==> config.mk <==
export PLATFORM = sky130hd
export DESIGN_NAME = sbm_ram
export DESIGN_NICKNAME = d
export VERILOG_FILES = /design/src/rtl/core/sbm_ram.sv
export SDC_FILE = /design/constraint.sdc
export NUM_CORES = 2
export LEC_CHECK = 0
export BUFFER_PORTS_ARGS = -buffer_cell sky130_fd_sc_hd__buf_2
export CAP_MARGIN = 30
export CORE_ASPECT_RATIO = 0.6
export CORE_MARGIN = 2
export CORE_UTILIZATION = 50
export DETAILED_ROUTE_END_ITERATION = 7
export HOLD_SLACK_MARGIN = 0.1
export MAX_ROUTING_LAYER = met4
export PLACE_DENSITY = 0.65
export SYNTH_ARGS = -nofsm -noshare
export SYNTH_HDL_FRONTEND = slang
export SYNTH_SLANG_ARGS = --single-unit
export TNS_END_PERCENT = 5
==> constraint.sdc <==
create_clock -name clk -period 6.5 [get_ports clk]
set_input_delay 0.325 -clock clk [delete_from_list [all_inputs] [get_ports clk]]
set_output_delay 0.325 -clock clk [all_outputs]
set_load 0.05 [all_outputs]
==> src/rtl/core/sbm_ram.sv <==
// generic simple dual port ram with registered read
module sbm_ram #(
    parameter int WIDTH = 8,
    parameter int DEPTH = 256
) (
    input  logic                     clk,
    input  logic                     we,
    input  logic [$clog2(DEPTH)-1:0] waddr,
    input  logic [WIDTH-1:0]         wdata,
    input  logic [$clog2(DEPTH)-1:0] raddr,
    output logic [WIDTH-1:0]         rdata
);

    logic [WIDTH-1:0] mem [DEPTH];
    logic [WIDTH-1:0] rdata_reg;

    // write port and registered read port
    always_ff @(posedge clk)
    begin
        if (we)
        begin
            mem[waddr] <= wdata;
        end
        rdata_reg <= mem[raddr];
    end

    assign rdata = rdata_reg;

endmodule

# Word-level counts from Yosys, hierarchy flattened

Memories as Yosys holds them, arrays and structs flattened. A register that Yosys moved wholly into a read port is not among the register bits.
Index checks and enable logic that the tools add are counted.

Muxes and demuxes: 2

Operator list:

| kind             | number |
|---|---|
| 1-bit 2-to-1 mux | 2 |

Register bits: 0
RAM bits: 2048
Input bits: 26
Output and inout port bits: 8
Logic and storage cells: 3
Memories kept: 1

Memory list:

| memory | words | width | rd ports | clocked after Yosys merged registers in | wr ports | line | text |
|---|---|---|---|---|---|---|---|
| mem    | 256   | 8     | 1        | 1                                       | 1        | 14   | `logic [WIDTH-1:0] mem [DEPTH];` |

# Longest topological paths before layout

Depth in word-level cells: 2
Depth in mapped cells: 11
Depth with buffers taken out: 6

# Worst setup path after synthesis

No wires, ideal clock.

Path kind: in2reg
Start: input port raddr[0]
End: register rdata_reg[2] (netlist: rdata[2]), read port of mem
Setup time: 0.131 ns
Arrival: 2.132 ns
Data required time: 6.369 ns
Slack: 4.237 ns
Stages: 9
Buffers on the path: 4
Path through: buf_6 > buf_12 > buf_8 > buf_2 > mux4_2 > a22oi_1 > a21oi_1 > nor4_1 > nor4_2

RTL lines:

| item        | line | text |
|---|---|---|
| from (decl) | 10   | `input logic [$clog2(DEPTH)-1:0] raddr,` |
| to (decl)   | 15   | `logic [WIDTH-1:0] rdata_reg;` |

==> results.md <==
- Crit path required time: 7.21 ns
- CTS resizes: 0
- Core Area: 158100 um2
- Total gr overflow: 0
- Routed via count: 39570
- Yosys top cell area share: 0.7730
- Synth area leaders: edfxtp_1 (77%), mux4_2 (13%), mux2i_1 (1.7%)
- Data arrival time of the worst path: 4.09 ns
- Gp weighted congestion: 0.8842
- Initial antenna violation count: 12
- Slew headroom: 0.04395
- Max IR drop VDD: 0.2730 mV
- Root buf cell: clkbuf_16
- Fmax: 0.2960 GHz
- Drt total wl: 199900 um
- R2R Setup Slk: 3.77 ns
- Number of flops mapped to enable cells by yosys: 2048
- Antenna viol nets, final: 0
- Asr flop ratio synth: 0
- Initial Util: 0.5033
- Reg2Reg Depth: 7
- Hold Crit Class: input port to flop
- H-tree depth: 4
- Global-route wire length before repair: 286600 um
- Final #Nets: 3856
- Switching Power: 5.602 mW
- Sequential share of the synthesized area: 0.7750
- Register bit total from synthesis: 2056
- Setup WS pre-CTS: 2.369 ns
- Hold Path Stages: 1
- Drt initial violations: 6137
- Top FF cell, synth: edfxtp_1
- Leak: 26.81 nW
- Largest net degree at the start of global routing: 193
- Complex-gate fraction of the synthesized area: 0.03419
- WL per Instance: 32.77 um
- Max cap viols: 0
- Synth Area in Adders: 0
- Number of setup buffers added after CTS: 0
- Setup crit start kind: input port
- Worst-path clk slew: 0.07 ns
- Total Routing Usage GR: 0.2549
- Final slew viol count: 0
- Post-Synth XOR/XNOR Area: 0
- Cell taking the most area after synthesis: edfxtp_1
- Status: complete, no violations
- Period utilisation layout: 0.5198
- Die area: 162400 um2
- Post-DP HPWL: 122200 um
- Sw Share: 0.2132
- Final setup skew: 0.02867 ns
- CP Max Fanout: 33
- Critical Path End Type: flop
- Hold violation total from the final report: 0
- Fill cells: 11830
- Mapped Area: 79560 um2
- Clk sinks: 2056
- Post-Synth Simple-Gate Area: 0.02628
- Tmin final: 3.378 ns
- Avg Inst Size Synth: 21.31 um2
- Gate Count Post-Synth: 3733
- RSZ-0062 raised after global routing: false
- Fin util: 0.5552
- Vias per inst: 6.486
- Final setup vio count: 0
- Vias in the first global route: 38050
- Clock share of power: 0.392
- Ratio of cells with drive above 1 in the final layout: 0.2161
- Max FFs per register: 2048
- Multiplexer share of the synthesized area: 0.1462
- DRC viols: 0
- Max Root-Sink Buffers: 3
- Critical path class: input port to flop
- CTS Buf Count: 176
- Register share of total power: 0.557
- Syn Nets: 3759
- Synth unique cells: 55
- Die width: 519.0 um
- Final WS setup: 3.122 ns
- Drt pass-1 iters: 6
- Io pins: 34
- Internal power: 20.67 mW
- PwrDens: 299.3 nW/um2
- CTS tree: built
- Worst-Skew Late Latency: 0.80 ns
- Area Growth Syn to Fin: 10.31%
- Port bufs: 33
- Largest family of logic cells by synthesized area: multiplexers
- Slew @ Worst Pin: 1.434 ns
- Setup TNS: 0 ns
- Die height: 313.0 um
- Ys Warns: 0
- Commonest non-fill, non-tap cell in the layout: edfxtp_1
- Cell row count: 113
- Most frequent cells in the layout: edfxtp_1 (2048), mux4_2 (454), nor2_1 (279)
- Combinational share of power: 0.051
## synth_stat cells (3+ instances only)
library cell,n
a211oi_1,16
a21oi_1,96
a221oi_1,13
a22o_1,8
a22oi_1,133
and2_1,6
buf_1,22
buf_12,8
buf_2,31
buf_4,27
buf_6,21
buf_8,13
clkbuf_1,111
dfxtp_1,8
edfxtp_1,2048
mux2i_1,134
mux4_2,454
nand2_1,33
nand2b_1,8
nand3_1,34
nand4_1,10
nor2_1,282
nor2b_1,31
nor3_1,22
nor4_1,24
nor4_2,3
o211ai_1,10
o21ai_0,10
o221ai_1,46
o22a_1,5
o22ai_1,28
o32ai_1,4
or2_2,4
## cells by family (layout without fill, tap and decap cells)
family	count (synthesis)	count (layout)
flip-flops	2056	2056
multiplexers	591	591
AND/OR/NAND/NOR	466	466
AO/OA/AOI/OAI	385	385
buffers and inverters	235	473
other	0	3
## critical path: stages
cell	delay, ns
buf_4	0.59
clkinv_1	0.83
buf_4	0.48
mux4_2	0.35
nor2_1	0.05
a2111oi_0	0.85
nor3_1	0.26
nor4_2	0.29
## layer usage
layer | vias to the layer above | track usage | share of wire
met5 | - | - | 0
met4 | 0 | 0.05755 | 0.018
met3 | 229 | 0.06582 | 0.13
met2 | 2352 | 0.3339 | 0.42
met1 | 21120 | 0.4006 | 0.43
li1 | 15870 | - | -
## what timing repair did
item                                   4_1_cts  5_1_grt
hold buffers                                 4        0
setup endpoints to repair                    0        0
endpoints found under the hold margin      227        0
## final cells by class
| type | count | area (um2) | share of cell area |
|---|---|---|---|
| multi-input cells | 1442 | 16530 | 0.1884 |
| inverters | 2 | 7.507 | 0.00008555 |
| well taps | 2127 | 2661 | 0.03033 |
| diodes | 3 | 7.507 | 0.00008555 |
| clock inverters | 102 | 799.5 | 0.009111 |
| clock buffers | 217 | 4686 | 0.05339 |
| flip-flops and latches | 2056 | 61660 | 0.7026 |
| repair buffers | 152 | 1404 | 0.01600 |
## power groups by stage
stage	registers [mW]	clock network (mW)	logic, mW
3_3_place_gp	14.9	0	1.31
5_1_grt	14.6	10.9	1.42
3_5_place_dp	14.9	0	1.34
2_1_floorplan	14.9	0	0.710
6_report	14.6	10.3	1.35
4_1_cts	14.6	10.4	1.35
## path summary, 6_finish.rpt
kind / endpoint / startpoint
worst max-delay path: rdata[2] / raddr[2]
worst min-delay path: mem[70][4] / wdata[4]
worst max register to register: rdata[5] / mem[27][5]
worst min register to register: rdata[7] / mem[102][7]
## metrics by stage
step	hold slack [ns]	area, um2	power [mW]	cells
global route	0.1655	87750	26.95	6100
global placement	0.8408	81900	16.23	5748
floorplan	0.4239	79560	15.65	3733
detailed placement	0.8511	82160	16.26	5769
finish	0.1323	87760	26.27	6101
CTS	0.1332	87680	26.38	6092
No activity file was read; power rests on OpenSTA's default activity.
