==> src/rtl/core/sbm_pkg.sv <==
// shared types and constants of the stereo block matching unit
package sbm_pkg;

    // fixed field widths
    localparam int PIX_W   = 8;
    localparam int COORD_W = 9;
    localparam int OUT_W   = 19;
    localparam int CFG_W   = 10;
    localparam int IDX_W   = 3;
    localparam int FRAC_W  = 8;
    localparam int QUO_W   = 9;

    // one half in the output fixed point format
    localparam int HALF_STEP = 128;

    // configuration register indexes
    localparam logic [IDX_W-1:0] CFG_BLOCK_SIZE  = 3'd0;
    localparam logic [IDX_W-1:0] CFG_LEFT_STEPS  = 3'd1;
    localparam logic [IDX_W-1:0] CFG_RIGHT_STEPS = 3'd2;
    localparam logic [IDX_W-1:0] CFG_IMG_WIDTH   = 3'd3;
    localparam logic [IDX_W-1:0] CFG_IMG_HEIGHT  = 3'd4;

    // operation codes
    localparam logic OP_LOAD  = 1'b0;
    localparam logic OP_QUERY = 1'b1;

    // sequencer states
    typedef enum logic [3:0] {
        S_IDLE,
        S_GEO1,
        S_GEO2,
        S_GEO3,
        S_GEO4,
        S_ROWBASE,
        S_LOAD,
        S_STREAM,
        S_DRAIN,
        S_PREP1,
        S_PREP2,
        S_DIV,
        S_FIN,
        S_RESULT
    } state_t;

    // controls shared by every cell of the chain
    typedef struct packed {
        logic shift;
        logic accum;
    } cell_ctrl_t;

endpackage

==> src/rtl/core/sbm_cell.sv <==
// one window column cell: holds a left pixel and adds its abs difference to the partial sum
module sbm_cell #(
    parameter int PSW = 12
) (
    input  logic                      clk,
    input  sbm_pkg::cell_ctrl_t       ctrl,
    input  logic [sbm_pkg::PIX_W-1:0] pix_in,
    input  logic [sbm_pkg::PIX_W-1:0] probe,
    input  logic [PSW-1:0]            psum_in,
    output logic [sbm_pkg::PIX_W-1:0] pix_out,
    output logic [PSW-1:0]            psum_out
);

    logic [sbm_pkg::PIX_W-1:0] left_reg;
    logic [PSW-1:0]            psum_reg;
    logic [sbm_pkg::PIX_W-1:0] diff;

    // absolute difference against the broadcast right pixel
    assign diff = (left_reg > probe) ? (left_reg - probe) : (probe - left_reg);

    // left pixel shift and partial sum hand-off
    always_ff @(posedge clk)
    begin
        if (ctrl.shift)
        begin
            left_reg <= pix_in;
        end
        if (ctrl.accum)
        begin
            psum_reg <= psum_in + PSW'(diff);
        end
    end

    assign pix_out  = left_reg;
    assign psum_out = psum_reg;

endmodule

==> config.mk <==
export PLATFORM = sky130hd
export DESIGN_NAME = sbm_cell
export DESIGN_NICKNAME = d
export VERILOG_FILES = /design/src/rtl/core/sbm_pkg.sv /design/src/rtl/core/sbm_cell.sv
export SDC_FILE = /design/constraint.sdc
export NUM_CORES = 1
export LEC_CHECK = 0
export BUFFER_PORTS_ARGS = -buffer_cell sky130_fd_sc_hd__buf_2
export CAP_MARGIN = 15
export CORE_MARGIN = 2
export CORE_UTILIZATION = 25
export CTS_CLUSTER_SIZE = 28
export DETAILED_ROUTE_END_ITERATION = 6
export GPL_TIMING_DRIVEN = 0
export HOLD_SLACK_MARGIN = 0.06
export PLACE_DENSITY_LB_ADDON = 0.08
export SLEW_MARGIN = 20
export SYNTH_ARGS = -nofsm -noshare
export SYNTH_HDL_FRONTEND = slang
export SYNTH_SLANG_ARGS = --single-unit
export TNS_END_PERCENT = 20
==> constraint.sdc <==
create_clock -name clk -period 3.8 [get_ports clk]
set_input_delay 0.76 -clock clk [delete_from_list [all_inputs] [get_ports clk]]
set_output_delay 0.76 -clock clk [all_outputs]
set_load 0.005 [all_outputs]
== After elaboration in Yosys (flattened, before gate mapping) ==
Cells that the tools add are included.
Operators by class
  add/subtract/negate cells: 3
  order comparisons: 1
  multiplexer cells: 1
Operators by type and width (count)
  $sub 8x8->8: 2
  $add 12x8->12: 1
  $gt 8x8->1: 1
  $mux 8: 1
Storage, ports and cells
  register bits: 20
  output and inout bits: 20

== Depth between registers and ports, before layout ==
Gate-level depths: netlist of run 1.
  depth after elaboration: 3
  gate-level depth with buffers: 16
  mapped depth without buffers: 15

== Least setup slack after synthesis of run 1 ==
No wires, ideal clock.
  path kind: input-to-reg
  start: input port probe[0] (netlist name)
  end: register psum_reg[11] (netlist: psum_out[11]) (data pin)
  setup time: 260 ps
  arrival: 3315 ps
  setup slack: 225 ps
  cell stages on the path: 15
  cell sequence: ha_1 inv_1 fa_1 nand3_1 a21oi_1 o22a_1 buf_6 mux2i_1 xor2_1 ha_1 a21oi_1 o21ai_0 a2111oi_0 nor2_1 xor2_1
On the way
  word-level cells in the longest chain between the ends: 3
Ends and longest elaborated chain
  from (decl): RTL line sbm_cell.sv:8  | input logic [sbm_pkg::PIX_W-1:0] probe,
  $sub 8x8->8 / $gt 8x8->1 (equally long branches): RTL line sbm_cell.sv:19  | assign diff = (left_reg > probe) ? (left_reg - probe) : (probe - left_reg);
  $mux 8 *: RTL line sbm_cell.sv:19
  $add 12x8->12 *: RTL line sbm_cell.sv:30  | psum_reg <= psum_in + PSW'(diff);
  to (signal assigned): RTL line sbm_cell.sv:30
  to (decl): RTL line sbm_cell.sv:15  | logic [PSW-1:0] psum_reg;
Every way passes the cells marked *; elsewhere a longest branch is shown, timed or not.
A chain may end at the register's enable or synchronous reset.

== Final worst setup path of run 1 ==
  start: input port probe[0] (netlist name)
  end: register psum_reg[9] (netlist: psum_out[9]) (data pin)
Same word-level chain as after synthesis.

==> results.toml, run 1 <==
[grt]
grt_use_total_pct = 9.637
grt_pass1_vias = 1249
grt_start_max_net_pins = 13
grt_pass1_wl_um = 5595
gr-total-overflow = 0
antenna_found_initial = 0

[status]
status = "finished, final reports clean"

[synth]
syn_avg_cell_area_um2 = 10.44
ys_ff_latch = 20
syn_nets = 214
synthDistinctLibCells = 34
synth_area_um2 = 1639
synth_cells = 157
ys_seq_area_share_pct = 36.64
yosysWarnings = 0
yosys.area.top_type = "edfxtp_1"
yosysTopAreaCellShare_pct = 36.64
synthTopCellsByArea = "edfxtp_1, ha_1, xnor2_1"

[setup_path]
critPathMaxFanout = 7
critPathRequiredTime_ns = 3.82
worst-setup-path-type = "input port to register"
slowest_stage = "fa_1"
path_cells = "buf_2 > ha_1 > inv_1 > fa_1 > nand3_1 > a21oi_1 > o22a_1 > buf_6 > mux2_2 > ha_1 > a21oi_1 > o21ai_1 > a2111oi_2 > nor2_1 > xor2_1"
worst_setup_path_end_kind = "register"
cp-start-kind = "input port"
slowest_delay_ns = 0.39
crit_arrival_ns = 3.54

[detailed_routing]
dr.pass1.iters = 4
drt_iter0_markers = 28
drt-total-wl_um = 3295
drcViolationCount = 0
wl_per_cell_um = 11.44
via_count = 1228
ant_nets = 0
vias_per_cell = 4.264

[power_and_ir_drop]
p_leak_nw = 0.9716
finalPower_mw = 0.9499
peakVddDrop_v = 0.0001982
p_per_area_nw_per_um2 = 460.4

[clocking]
cts_setup_buffers = 0
clkTransAtPathRegs_ns = 0.08
cts_buffer_depth = 2
cts.sinks = 20
cts_tree = "built"
clk_latency_ns = 0.26
cts_resized = 0
cts_buffers = 3
htree_levels = 1
cts-root-buf = "clkbuf_8"
cts_hold_buf = 0

[timing]
maxSlewViolCount = 0
finalClockSkew_ns = 0.005919
rsz0062_at_grt = "false"
fmax_ghz = 0.2839
worst_pin_slew_ns = 0.4151
max-slew-margin-rel_pct = 72.14
tns_ns = 0
post-route-min-period_ns = 3.522
hold_viol_final = 0
timing.final.crit_share_pct = 92.69
setup_viol = 0

[job]
cap_violations = 0

[floorplan]
start_util_pct = 25.81
core_um2 = 6350
dieArea_um2 = 7220
die_w_um = 84.97
fp.dieH_um = 84.97
placementRows = 29
boundaryPins = 51

[finish]
drive_gt1_share_pct = 30.33
fillers = 668
nets = 269
diodes = 0
layout_commonest_cell = "buf_2"
final_cell_mix = "buf_2, ha_1, edfxtp_1"
area_growth_pct = 25.88

[worst_hold_path]
hold_class = "input port to register"

[placement]
io_buffers = 50
place_hpwl_um = 2841
globalplace.congestion = 0.7747
metal layers:
| layer | part of all wire [%] | GRT usage [%] |
|---|---|---|
| met4 | 0.52 | 1.732 |
| met5 | 0 | 0 |
| met1 | 45 | 12.07 |
| met2 | 48 | 16.34 |
| met3 | 6.3 | 3.210 |
layout make-up:
| type | instances | area, um^2 | area share (%) |
|---|---|---|---|
| Clock inverter | 1 | 30.03 | 1.455 |
| Tap cell | 77 | 96.34 | 4.669 |
| Clock buffer | 3 | 41.29 | 2.001 |
| Multi-Input combinational cell | 114 | 939.7 | 45.54 |
| Timing Repair Buffer | 50 | 250.2 | 12.13 |
| Inverter | 18 | 67.56 | 3.275 |
| Buffer | 5 | 37.54 | 1.819 |
| Sequential cell | 20 | 600.6 | 29.11 |
worst paths after layout:
kind               from          end  slack [ns]  cells past startpoint
max            probe[0]  psum_out[9]        0.28                     15
min           pix_in[0]   pix_out[0]        0.67                      1
max reg2reg  pix_out[0]  psum_out[9]        0.39                     15
min reg2reg  pix_out[0]  psum_out[0]        0.90                      3
registers in the layout (all words and copies together), names as in the netlist:
name / cells
pix_out: 8
psum_out: 12
logic make-up after synthesis:
logic type | count (synthesis) | share of synthesized area [%]
compound gates | 39 | 15.34
simple gates | 27 | 8.016
fa+ha+maj | 26 | 21.22
buf+inv | 23 | 6.412
flops | 20 | 36.64
xor+xnor | 15 | 8.016
mux | 7 | 4.351
power breakdown:
part           leakage, nW  switching [mW]  internal, mW
logic                0.740           0.216         0.198
clock network       0.0357          0.0722         0.141
registers            0.196          0.0119         0.311
critical path: cells and delay by family:
family / cells / cell delay, ns
adder cells (fa/ha/maj): 3 / 0.82
AND/OR/NAND/NOR: 2 / 0.22
XOR/XNOR: 1 / 0.15
multiplexers: 1 / 0.30
buffers and inverters: 3 / 0.28
AO/OA/AOI/OAI: 5 / 1.01
metrics by stage:
stage	instances	utilization, %	worst slack (ns)	instance area [um^2]	hold WS [ns]
3_5_place_dp	284	31.27	-0.2194	1986	0.9043
6_report	288	32.49	0.2776	2063	0.6736
4_1_cts	288	32.39	0.05933	2057	0.6639
2_1_floorplan	157	-	0.2249	1639	0.8567
3_3_place_gp	284	31.27	-0.2758	1986	0.8966
5_1_grt	288	32.49	0.02267	2063	0.6598
cells in the mapped netlist:
cell        n
nand3_1     1
o211ai_1    1
a2111oi_0   1
buf_2       3
a21o_1      4
xor2_1      6
o21ai_0     7
nor2b_1     1
and3_1      1
nand4_1     4
mux2_2      1
a211oi_1    4
buf_6       2
o21ai_1     1
nor3_1      1
and2_1      1
nand3b_1    2
nand2b_1    1
a211oi_2    1
ha_1       23
o21bai_1    1
a31oi_1     2
edfxtp_1   20
xnor2_1     9
o22a_1      1
o21a_1      1
a21o_2      2
inv_1      18
nor2_1      5
fa_1        3
o2111ai_1   1
a21oi_1    12
nand2_1    10
mux2i_1     6
(Power assumes the default switching activity.)
==> inputs of run 2 (changes only) <==
==> constraint.sdc (replaced) <==
create_clock -name clk -period 3.8 [get_ports clk]
set_input_delay 0.95 -clock clk [delete_from_list [all_inputs] [get_ports clk]]
set_output_delay 0.95 -clock clk [all_outputs]
set_load 0.005 [all_outputs]
==> run 2 against run 1 <==
Net effect:
- combinational power up 4%
- routed wire length down 0.18%
- final cell count unchanged
- fmax down 3.5%
- non-clock buffer count unchanged
- critical endpoint unchanged
- largest cell class unchanged
==> results.toml, run 2 (synthesis gave the netlist of run 1 again) <==
[detailed_routing]
vias_per_cell = 4.285
ant_nets = 0
drcViolationCount = 0
dr.pass1.iters = 4
drt-total-wl_um = 3289
via_count = 1234
wl_per_cell_um = 11.42
drt_iter0_markers = 21

[power_and_ir_drop]
peakVddDrop_v = 0.0001985
power_switching_mw = 0.3091
pwr-share-seq_pct = 33.4
p_per_area_nw_per_um2 = 463.8
p_int_mw = 0.6572
p_leak_nw = 0.9757
p_clk_share_pct = 22.1
p_sw_share_pct = 31.99
power_frac_comb_pct = 44.5

[worst_hold_path]
hold_class = "input port to register"
hold-path-cell-count = 1

[finish]
finalNonFillerCells = 288
multi_input_area_um2 = 959.7
design_area_um2 = 2083
fillers = 664
final_cell_mix = "buf_2, ha_1, edfxtp_1"
register_area_um2 = 600.6
largest_reg_flops = 12
nets = 269
drive_gt1_share_pct = 31.28
diodes = 0
area_growth_pct = 27.10
layout_commonest_cell = "buf_2"

[grt]
grt_pass1_wl_um = 5644
grt_pass1_vias = 1250
grt_start_max_net_pins = 13
grt_use_total_pct = 9.718
antenna_found_initial = 0
gr-total-overflow = 0

[placement]
dpl_cell_area_um2 = 1986
globalplace.congestion = 0.7747
io_buffers = 50
place_inst = 284
pre_cts_slack_ns = -0.4094
place_hpwl_um = 2841

[clocking]
cts_tree = "built"
clk_latency_ns = 0.26
cts_hold_buf = 0
cts_buffers = 3
htree_levels = 1
cts-root-buf = "clkbuf_8"
cts_setup_buffers = 0
cts.sinks = 20
cts_buffer_depth = 2
clkTransAtPathRegs_ns = 0.08

[floorplan]
die_w_um = 84.97
core_um2 = 6350
fp.dieH_um = 84.97
dieArea_um2 = 7220
start_util_pct = 25.81
placementRows = 29
boundaryPins = 51

[timing]
hold_viol_final = 0
worst_pin_slew_ns = 0.2778
tns_ns = 0
timing.final.crit_share_pct = 96.07
hold_ws_ns = 0.8629
rsz0062_at_grt = "true"
finalClockSkew_ns = 0.005909
post-route-min-period_ns = 3.651
fmax_ghz = 0.2739
layout_setup_ws_ns = 0.1494
maxSlewViolCount = 0
max-slew-margin-rel_pct = 81.36
setup_viol = 0

[setup_path]
slowest_stage = "fa_1"
critPathRequiredTime_ns = 3.82
cp-start-kind = "input port"
crit_arrival_ns = 3.67
worst-setup-path-type = "input port to register"
worstRegToRegCells = 15
worst_setup_path_end_kind = "register"
path_cells = "buf_2 > ha_1 > inv_1 > fa_1 > nand3_1 > a21oi_1 > o22a_1 > buf_6 > mux2_2 > ha_1 > a21oi_1 > o21ai_2 > a2111oi_4 > nor2_1 > xor2_1"
slowest_delay_ns = 0.39
critPathMaxFanout = 7

[job]
cap_violations = 0

[status]
status = "finished, final reports clean"
==> run 2: cell counts in the layout (fill, tap and decap cells not counted) <==
No cell type changed its count.
==> run 2: routing by layer <==
metal / vias up / share of wire (%) / track usage, %
li1: 670 / - / -
met1: 525 / 46 / 12.13
met2: 37 / 48 / 16.55
met3: 2 / 6.1 / 3.210
met4: 0 / 0.52 / 1.732
met5: - / 0 / 0
==> run 2: cell type report <==
class	instances	share of cell area [%]
multi-input combinational	114	46.07
sequential	20	28.83
timing repair buffer	50	12.01
tap	77	4.625
inverter	18	3.243
clock buffer	3	1.982
buffer	5	1.802
clock inverter	1	1.441
==> run 2: final timing paths <==
path	slack, ns	to	start
setup / recovery	0.15	psum_out[9]	probe[0]
hold / removal	0.86	pix_out[0]	pix_in[0]
setup reg to reg	0.46	psum_out[9]	pix_out[0]
hold reg to reg	0.90	psum_out[0]	pix_out[0]
==> run 2: what timing repair did <==
item | CTS | global route
cloned | 0 | 0
hold endpoints to repair | 0 | 0
resized for setup | 2 | 4
endpoints found under the setup margin | 2 | 6
pin swaps | 0 | 1
==> run 2: critical path, delay by kind of cell <==
| family | cells | cell delay (ns) |
|---|---|---|
| AO/OA/AOI/OAI | 5 | 0.94 |
| adder cells (fa/ha/maj) | 3 | 0.82 |
| multiplexers | 1 | 0.30 |
| buffers and inverters | 3 | 0.28 |
| AND/OR/NAND/NOR | 2 | 0.22 |
| XOR/XNOR | 1 | 0.15 |
==> run 2: power groups by stage <==
stage / Sequential [mW] / Combinational (mW) / Clock [mW]
detailed placement: 0.329 / 0.414 / 0
floorplan: 0.338 / 0.284 / 0
global route: 0.328 / 0.492 / 0.231
finish: 0.323 / 0.430 / 0.213
CTS: 0.324 / 0.423 / 0.226
global placement: 0.328 / 0.414 / 0
==> run 2: per-stage QoR <==
| stage | total power [mW] | utilization [%] |
|---|---|---|
| floorplan | 0.6216 | - |
| global placement | 0.7426 | 31.27 |
| detailed placement | 0.7432 | 31.27 |
| CTS | 0.9729 | 32.49 |
| global route | 1.052 | 32.81 |
| finish | 0.9662 | 32.81 |
==> inputs of run 3 (changes only) <==
--- a/config.mk
+++ b/config.mk
@@ -7,7 +7,7 @@
 export LEC_CHECK = 0
 export BUFFER_PORTS_ARGS = -buffer_cell sky130_fd_sc_hd__buf_2
 export CAP_MARGIN = 15
-export CORE_MARGIN = 2
+export CORE_MARGIN = 4
 export CORE_UTILIZATION = 25
 export CTS_CLUSTER_SIZE = 28
 export DETAILED_ROUTE_END_ITERATION = 6
==> constraint.sdc (replaced) <==
create_clock -name clk -period 3.9 [get_ports clk]
set_input_delay 0.975 -clock clk [delete_from_list [all_inputs] [get_ports clk]]
set_output_delay 0.975 -clock clk [all_outputs]
set_load 0.005 [all_outputs]
==> run 3 against run 2 <==
Net effect:
- die area grew 9.6%
- utilization shrank 0.059 points
- clock-buffer cell count unchanged
==> results.toml, run 3 (synthesis gave the netlist of run 1 again) <==
[placement]
pre_cts_slack_ns = -0.3488
globalplace.congestion = 0.7756
io_buffers = 50
place_hpwl_um = 2946

[worst_hold_path]
hold_class = "register to register"
hold_start = "pix_out[0]"
holdPathEnd = "psum_out[0]"
hold-path-cell-count = 3

[finish]
area_growth_pct = 26.87
drive_gt1_share_pct = 30.81
nets = 269
post-route-util_pct = 32.75
layout_commonest_cell = "buf_2"
final_cell_mix = "buf_2, ha_1, edfxtp_1"
fillers = 673
largest_reg_flops = 12
diodes = 0

[timing]
post-route-min-period_ns = 3.710
hold_ws_ns = 0.8871
setup_viol = 0
layout_setup_ws_ns = 0.1900
timing.final.crit_share_pct = 95.13
rsz0062_at_grt = "false"
fmax_ghz = 0.2695
hold_viol_final = 0
finalClockSkew_ns = 0.009300
max-slew-margin-rel_pct = 71.78
maxSlewViolCount = 0
worst_pin_slew_ns = 0.4189

[clocking]
clkTransAtPathRegs_ns = 0.08
htree_levels = 1
cts-root-buf = "clkbuf_8"
clk_latency_ns = 0.26
cts_buffer_depth = 2
cts_setup_buffers = 0
cts_buffers = 3
cts_tree = "built"
cts.sinks = 20

[detailed_routing]
drcViolationCount = 0
wl_met2_um = 1610
top_layer_used = "met4"
met3_length_um = 248
ant_nets = 0
wl_per_cell_um = 12.02
via_count = 1236
dr.pass1.iters = 4
m1WireLength_um = 1575
drt_iter0_markers = 17
vias_per_cell = 4.292
drt-total-wl_um = 3461

[setup_path]
r2r_setup_slack_ns = 0.53
critPathMaxFanout = 7
critPathRequiredTime_ns = 3.92
worst_setup_path_end_kind = "register"
rr_endpoint = "psum_out[9]"
rr_startpoint = "pix_out[0]"
crit_arrival_ns = 3.73
cp-start-kind = "input port"
worst-setup-path-type = "input port to register"
worstRegToRegCells = 15

[floorplan]
dieArea_um2 = 7916
boundaryPins = 51
placementRows = 29
core_um2 = 6350
die_w_um = 88.97
fp.dieH_um = 88.97
start_util_pct = 25.81

[power_and_ir_drop]
p_leak_nw = 0.9754
peakVddDrop_v = 0.0002630
finalPower_mw = 0.9387
p_per_area_nw_per_um2 = 451.4

[grt]
grt_pass1_vias = 1286
grt_pass1_wl_um = 5561
gr-total-overflow = 0
grt_use_total_pct = 8.948
antenna_found_initial = 0
grt_start_max_net_pins = 13

[status]
status = "finished, final reports clean"

[job]
cap_violations = 0
==> run 3: timing repair <==
action	4_1_cts	5_1_grt
pin swaps	0	1
setup endpoints to repair	2	2
hold buffers	0	0
gates resized for setup	2	2
==> run 3: worst max-delay path: stages <==
cell and delay [ns]:
buf_2 0.09, inv_1 0.04, ha_1 0.26, buf_2 0.17, a21oi_1 0.10, a21oi_1 0.17, o22a_1 0.18, buf_6 0.14
mux2_2 0.37, fa_1 0.44, a21o_1 0.18, a21oi_1 0.26, o211ai_1 0.16, nand4_1 0.14, xnor2_1 0.07
==> run 3: worst max path at each step <==
| stage | slack (ns) | to | startpoint | cells after the start |
|---|---|---|---|---|
| after floorplan | 0.11 | psum_out[11] | probe[0] | 15 |
| after global placement | -0.38 | psum_out[9] | probe[0] | 16 |
| after detailed placement | -0.35 | psum_out[11] | probe[0] | 16 |
| after CTS | 0.09 | psum_out[11] | probe[0] | 16 |
| after global routing | 0.007 | psum_out[9] | probe[2] | 15 |
| final | 0.19 | psum_out[10] | probe[3] | 15 |
==> run 3: layout make-up <==
class	count	area [um^2]	area share, %
well taps	77	96.34	4.633
inverters	18	67.56	3.249
clock buffers	3	41.29	1.986
multi-input cells	114	955.9	45.97
flip-flops and latches	20	600.6	28.88
repair buffers	50	250.2	12.03
plain buffers	5	37.54	1.805
clock inverters	1	30.03	1.444
==> run 3: stage by stage <==
step | std cells | area, um^2 | TNS (ns)
after floorplan | 157 | 1639 | 0
after global placement | 284 | 1986 | -0.9676
after detailed placement | 284 | 1986 | -0.8749
after CTS | 288 | 2063 | 0
after global routing | 288 | 2079 | 0
final | 288 | 2079 | 0
==> run 3: per-layer routing <==
layer / GRT usage [%] / vias up
li1: - / 669
met1: 10.79 / 531
met2: 15.65 / 34
met3: 3.041 / 2
met4: 1.624 / 0
met5: 0 / -
==> run 3: power by group <==
group / internal [mW] / total (mW) / leakage, nW / switching (mW)
Sequential: 0.303 / 0.314 / 0.196 / 0.0113
Combinational: 0.199 / 0.417 / 0.744 / 0.218
Clock: 0.137 / 0.208 / 0.0357 / 0.0705
Total: 0.639 / 0.939 / 0.975 / 0.300
